`src/design/mit_pkg.sv`:
```
`timescale 1ns / 1ps
// mit_pkg: shared types, constants and helpers of the mesh interaction tally
// no dependencies

package mit_pkg;

	localparam int COORD_W    = 32;
	localparam int COUNT_W    = 32;
	localparam int SLOTS      = 5;
	localparam int SLOT_W     = 3;
	localparam int TYPE_W     = 3;
	localparam int READ_CELL_W = 12;
	localparam int REG_IDX_W  = 3;
	localparam int AXIS_W     = 8;
	localparam int MUL_W      = COORD_W + AXIS_W;
	localparam int CELL_IDX_W = 3 * AXIS_W;

	localparam logic [COORD_W-1:0] BOX_MAX_RESET = 32'h0010_0000;

	localparam logic ACT_RECORD = 1'b0;
	localparam logic ACT_READ   = 1'b1;

	localparam logic [TYPE_W-1:0] TYPE_FIRST = 3'd1;
	localparam logic [TYPE_W-1:0] TYPE_LAST  = 3'd4;

	localparam logic [SLOT_W-1:0] SLOT_TOTAL = 3'd0;

	localparam logic [REG_IDX_W-1:0] REG_BOX_MIN_X = 3'd0;
	localparam logic [REG_IDX_W-1:0] REG_BOX_MIN_Y = 3'd1;
	localparam logic [REG_IDX_W-1:0] REG_BOX_MIN_Z = 3'd2;
	localparam logic [REG_IDX_W-1:0] REG_BOX_MAX_X = 3'd3;
	localparam logic [REG_IDX_W-1:0] REG_BOX_MAX_Y = 3'd4;
	localparam logic [REG_IDX_W-1:0] REG_BOX_MAX_Z = 3'd5;

	typedef logic [SLOTS-1:0][COUNT_W-1:0] row_t;

	typedef enum logic [1:0] {
		OP_READ  = 2'd0,
		OP_BUMP  = 2'd1,
		OP_CLEAR = 2'd2
	} store_op_t;

	typedef struct packed {
		logic                  valid;
		store_op_t             op;
		logic [CELL_IDX_W-1:0] addr;
		logic [SLOT_W-1:0]     slot;
	} store_cmd_t;

	typedef struct packed {
		logic               done;
		logic [COUNT_W-1:0] count;
	} store_res_t;

	function automatic logic [COUNT_W-1:0] sat_inc(input logic [COUNT_W-1:0] v);
		logic [COUNT_W-1:0] r;
		r = (v == '1) ? v : v + COUNT_W'(1);
		return r;
	endfunction

endpackage

```
`src/design/mit_axis_unit.sv`:
```
`timescale 1ns / 1ps
// mit_axis_unit: box test and cell number on one axis, floor(off * RES / span)
// offset multiply, then a bit-serial restoring divider; uses mit_pkg

module mit_axis_unit #(
	parameter int RES = 16
) (
	input  logic                          clk,
	input  logic                          arst_n,
	input  logic                          start,
	input  logic signed [mit_pkg::COORD_W-1:0] p,
	input  logic signed [mit_pkg::COORD_W-1:0] lo,
	input  logic signed [mit_pkg::COORD_W-1:0] hi,
	output logic                          done,
	output logic                          in_box,
	output logic [mit_pkg::AXIS_W-1:0]    cell_idx
);
	import mit_pkg::*;

	localparam int CNT_W = $clog2(AXIS_W + 1);
	localparam logic [MUL_W-1:0] RES_M = MUL_W'(RES);

	logic                 v1_q;
	logic                 run_q;
	logic                 done_q;
	logic [CNT_W-1:0]     cnt_q;
	logic                 in_q;
	logic [COORD_W-1:0]   off_q;
	logic [COORD_W-1:0]   span_q;
	logic [COORD_W-1:0]   rem_q;
	logic [AXIS_W-1:0]    low_q;
	logic [AXIS_W-1:0]    quo_q;
	logic [MUL_W-1:0]     prod;
	logic [COORD_W:0]     trial;
	logic [COORD_W:0]     diff;
	logic                 ge;

	assign prod  = MUL_W'(off_q) * RES_M;
	assign trial = {rem_q, low_q[AXIS_W-1]};
	assign ge    = trial >= {1'b0, span_q};
	assign diff  = trial - {1'b0, span_q};

	always_ff @(posedge clk or negedge arst_n) begin
		if (!arst_n) begin
			v1_q   <= 1'b0;
			run_q  <= 1'b0;
			done_q <= 1'b0;
			cnt_q  <= '0;
		end else begin
			v1_q   <= start;
			done_q <= 1'b0;
			if (v1_q) begin
				run_q <= 1'b1;
				cnt_q <= CNT_W'(AXIS_W);
			end else if (run_q) begin
				cnt_q <= cnt_q - CNT_W'(1);
				if (cnt_q == CNT_W'(1)) begin
					run_q  <= 1'b0;
					done_q <= 1'b1;
				end
			end
		end
	end

	always_ff @(posedge clk) begin
		if (start) begin
			in_q   <= (p >= lo) && (p < hi);
			off_q  <= p - lo;
			span_q <= hi - lo;
		end
		if (v1_q) begin
			rem_q <= prod[MUL_W-1:AXIS_W];
			low_q <= prod[AXIS_W-1:0];
			quo_q <= '0;
		end else if (run_q) begin
			rem_q <= ge ? diff[COORD_W-1:0] : trial[COORD_W-1:0];
			low_q <= {low_q[AXIS_W-2:0], 1'b0};
			quo_q <= {quo_q[AXIS_W-2:0], ge};
		end
	end

	assign done     = done_q;
	assign in_box   = in_q;
	assign cell_idx = quo_q;

endmodule

```
`config.mk`:
```
export PLATFORM = sky130hd
export DESIGN_NAME = mit_axis_unit
export DESIGN_NICKNAME = d
export VERILOG_FILES = /design/src/design/mit_pkg.sv /design/src/design/mit_axis_unit.sv
export SDC_FILE = /design/constraint.sdc
export NUM_CORES = 1
export LEC_CHECK = 0
export ABC_CLOCK_PERIOD_IN_PS = 2600
export BUFFER_PORTS_ARGS = -buffer_cell sky130_fd_sc_hd__buf_2
export CORE_ASPECT_RATIO = 1.2
export CORE_UTILIZATION = 56
export CTS_BUF_LIST = sky130_fd_sc_hd__clkbuf_4 sky130_fd_sc_hd__clkbuf_8
export DETAILED_ROUTE_END_ITERATION = 10
export GPL_ROUTABILITY_DRIVEN = 0
export PLACE_DENSITY_LB_ADDON = 0.05
export SETUP_SLACK_MARGIN = 0.5
export SYNTH_ARGS = -nofsm -noshare
export SYNTH_HDL_FRONTEND = slang
export SYNTH_SLANG_ARGS = --single-unit
```
`constraint.sdc`:
```
create_clock -name clk -period 2.6 [get_ports clk]
set_input_delay 0.13 -clock clk [delete_from_list [all_inputs] [get_ports clk]]
set_output_delay 0.13 -clock clk [all_outputs]
set_load 0.005 [all_outputs]
```
==> impl_metrics.py <==
metrics = {
    "place": {
        "dp_cells": 1606,
        "portBuffers": 108,
        "dpl.hpwl_mm": 21.8,
    },
    "setup_path": {
        "path_class": "flip-flop to flip-flop",
        "r2r-start": "rem_q[1]",
        "r2r-end": "rem_q[5]",
        "arrival_ns": 3.10,
        "rr_worst_depth": 11,
        "cp.required_ns": 2.78,
        "crit_fanout": 6,
        "cp-start-kind": "flip-flop",
        "reg2reg_slack_ns": -0.32,
        "end_kind": "flip-flop",
    },
    "timing": {
        "drv_slew": 0,
        "max_slew_margin_pct": 54.2,
        "finalHoldViolations": 0,
        "fmax_mhz": 342,
        "rsz0062_at_grt": "yes",
        "finalSetupViolCount": 33,
        "final.setup.worst_slack_ns": -0.324,
        "min_period_ns": 2.92,
        "worst_pin_slew_ns": 0.687,
        "fin_skew_ns": 0.0152,
        "fin_crit_sh_pct": 112,
    },
    "yosys": {
        "yosysWarnings": 0,
        "syn_inst": 1155,
        "synth.distinct_cells": 72,
        "syn-num-nets": 1385,
        "async_reset_ff_share_pct": 6.03,
        "synth_common_cells": "inv_1 (131), ha_1 (128), edfxtp_1 (97)",
        "synth_top_area_share_pct": 27.8,
        "synth-edff-count": 97,
        "synth_area_leaders": "edfxtp_1 (28%), ha_1 (15%), inv_1 (4.7%)",
        "synth-main-ff-cell": "edfxtp_1",
        "yosysMostFrequentCell": "inv_1",
        "yosys.area.top_type": "edfxtp_1",
        "ys_ff_latch": 116,
        "ys_seq_area_share_pct": 31.7,
        "syn_area_per_cell_um2": 9.08,
        "mappedNetlistArea_um2": 10500,
    },
    "power_and_ir_drop": {
        "p_leak_uw": 0.00656,
        "peakVddDrop_mv": 0.477,
        "power_uw": 13100,
        "powerDensity_nw_per_um2": 912,
    },
    "floorplanning": {
        "die-area_um2": 19300,
        "rows": 54,
        "start_util_pct": 57.5,
        "die_width_um": 127,
        "pin_count": 109,
        "core-area_um2": 18200,
        "chipHeight_um": 152,
    },
    "clock_tree": {
        "clk-insertion-delay-late_ns": 0.44,
        "cts_tree": "done",
        "cts_buffer_depth": 2,
        "clk_pin_slew_ns": 0.08,
        "cts_buffers": 17,
        "root_buffer": "clkbuf_8",
        "htreeDepth": 4,
        "cts.sinks": 116,
    },
    "global_route": {
        "grt_pass1_wl_mm": 46.2,
        "first_global_vias": 9619,
        "antenna_found_initial": 0,
        "grt_max_degree": 67,
        "overflow": 0,
        "grtUsageTotal_pct": 30.1,
    },
    "layout": {
        "layout.cells.non_filler": 1687,
        "area_growth_pct": 37.5,
        "antennaDiodeCount": 0,
        "fin_util_pct": 79.0,
        "final_layout_size_suffix_gt1_share_pct": 36.8,
        "nets": 1680,
    },
    "routing": {
        "post-route-drc-count": 0,
        "vias_per_cell": 5.89,
        "wl_per_cell_um": 17.9,
        "dr.first_iter.drc_count": 773,
        "routed_wl_mm": 30.2,
        "num_vias": 9934,
        "antenna_left": 0,
        "drt_pre_antenna_iters": 5,
    },
    "run_status": {
        "failed_checks": "negative setup slack",
        "status": "finished with violations",
    },
    "job": {
        "maxCapViolCount": 0,
    },
    "hold_path": {
        "hold_path.class": "input pin to asynchronous set/reset pin",
    },
}
registers in the layout (all words and copies together) (netlist names):
| register | flops |
|---|---|
| cell_idx | 8 |
| low_q | 4 |
| off_q | 32 |
| in_box | 1 |
| rem_q | 32 |
| run_q | 1 |
| span_q | 32 |
| v1_q | 1 |
| done | 1 |
| cnt_q | 4 |
worst max path at each step:
stage	startpoint	to	slack, ns	depth (start not counted)
2_1_floorplan	low_q[7]	rem_q[18]	-0.06	12
3_3_place_gp	rem_q[5]	rem_q[10]	-0.26	10
3_5_place_dp	rem_q[5]	rem_q[3]	-0.37	10
4_1_cts	rem_q[1]	rem_q[21]	-0.17	10
5_1_grt	rem_q[1]	rem_q[14]	-0.39	11
6_report	rem_q[1]	rem_q[5]	-0.32	11
repair_timing:
item / in CTS / in global routing
pin swaps: 61 / 65
gates cloned: 2 / 1
setup endpoints to repair: 48 / 55
resized for setup: 84 / 79
endpoints found under the hold margin: 7 / 0
setup buffers: 30 / 15
hold buffers: 1 / 0
worst max-delay path, cell delays in order, from the launching register on:
cell	delay [ns]
edfxtp_1	0.44
ha_4	0.29
o21a_1	0.15
o31a_4	0.16
o21ai_2	0.06
a21o_1	0.21
a2111oi_4	0.41
o21ai_4	0.15
o21ai_2	0.21
buf_6	0.21
mux2i_2	0.27
o21ai_1	0.09
power breakdown:
group | internal, µW | switching [µW]
Combinational | 4080 | 4270
Sequential | 2630 | 297
Clock | 1050 | 813
routing by layer:
| layer | wire [µm] | up-vias | part of all wire (%) | global-route usage, % |
|---|---|---|---|---|
| li1 | - | 4815 | - | - |
| met5 | 0 | - | 0 | 0 |
| met4 | 896 | 0 | 3.0 | 10.4 |
| met1 | 13200 | 4713 | 44 | 40.0 |
| met3 | 1340 | 73 | 4.4 | 3.49 |
| met2 | 14700 | 333 | 49 | 50.6 |
cell type report:
type / count / area, µm²
tap: 224 / 280
clock buffer: 17 / 234
multi-input combinational: 875 / 7630
sequential: 116 / 3330
clock inverter: 15 / 204
timing repair buffer: 309 / 2200
fill: 1210 / 3830
inverter: 131 / 542
logic make-up after synthesis:
| logic type | after synthesis | synth area share [%] |
|---|---|---|
| XOR/XNOR | 85 | 7.10 |
| buffers and inverters | 167 | 6.46 |
| multiplexers | 22 | 2.15 |
| AND/OR/NAND/NOR | 297 | 14.0 |
| adder cells (fa/ha/maj) | 131 | 15.9 |
| AO/OA/AOI/OAI | 337 | 22.7 |
| flip-flops | 116 | 31.7 |
layout by cell type, fill, tap and decap left out, types with 16 or more instances in the layout:
| cell type | n |
|---|---|
| a21oi_1 | 66 |
| edfxtp_1 | 97 |
| nor2_1 | 69 |
| nand3b_1 | 16 |
| xnor2_1 | 46 |
| o21ai_0 | 40 |
| nand2b_1 | 16 |
| a21oi_2 | 25 |
| nand2_1 | 79 |
| clkbuf_8 | 17 |
| xor2_1 | 31 |
| buf_6 | 21 |
| buf_4 | 182 |
| buf_2 | 99 |
| nand4_1 | 17 |
| ha_1 | 93 |
| ha_4 | 30 |
| a21o_1 | 44 |
| inv_1 | 117 |
per-stage QoR:
stage	TNS [ns]	area (µm²)	worst slack [ns]	hold slack (ns)
after floorplan	-0.369	11000	-0.0644	-0.166
after global placement	-6.43	12700	-0.260	-0.0324
final	-6.73	14400	-0.324	0.0479
after CTS	-3.22	13900	-0.169	0.0144
after detailed placement	-9.84	12700	-0.370	-0.0321
after global routing	-9.43	14400	-0.385	0.0506
Note: power is estimated with default switching activity, not from simulation.
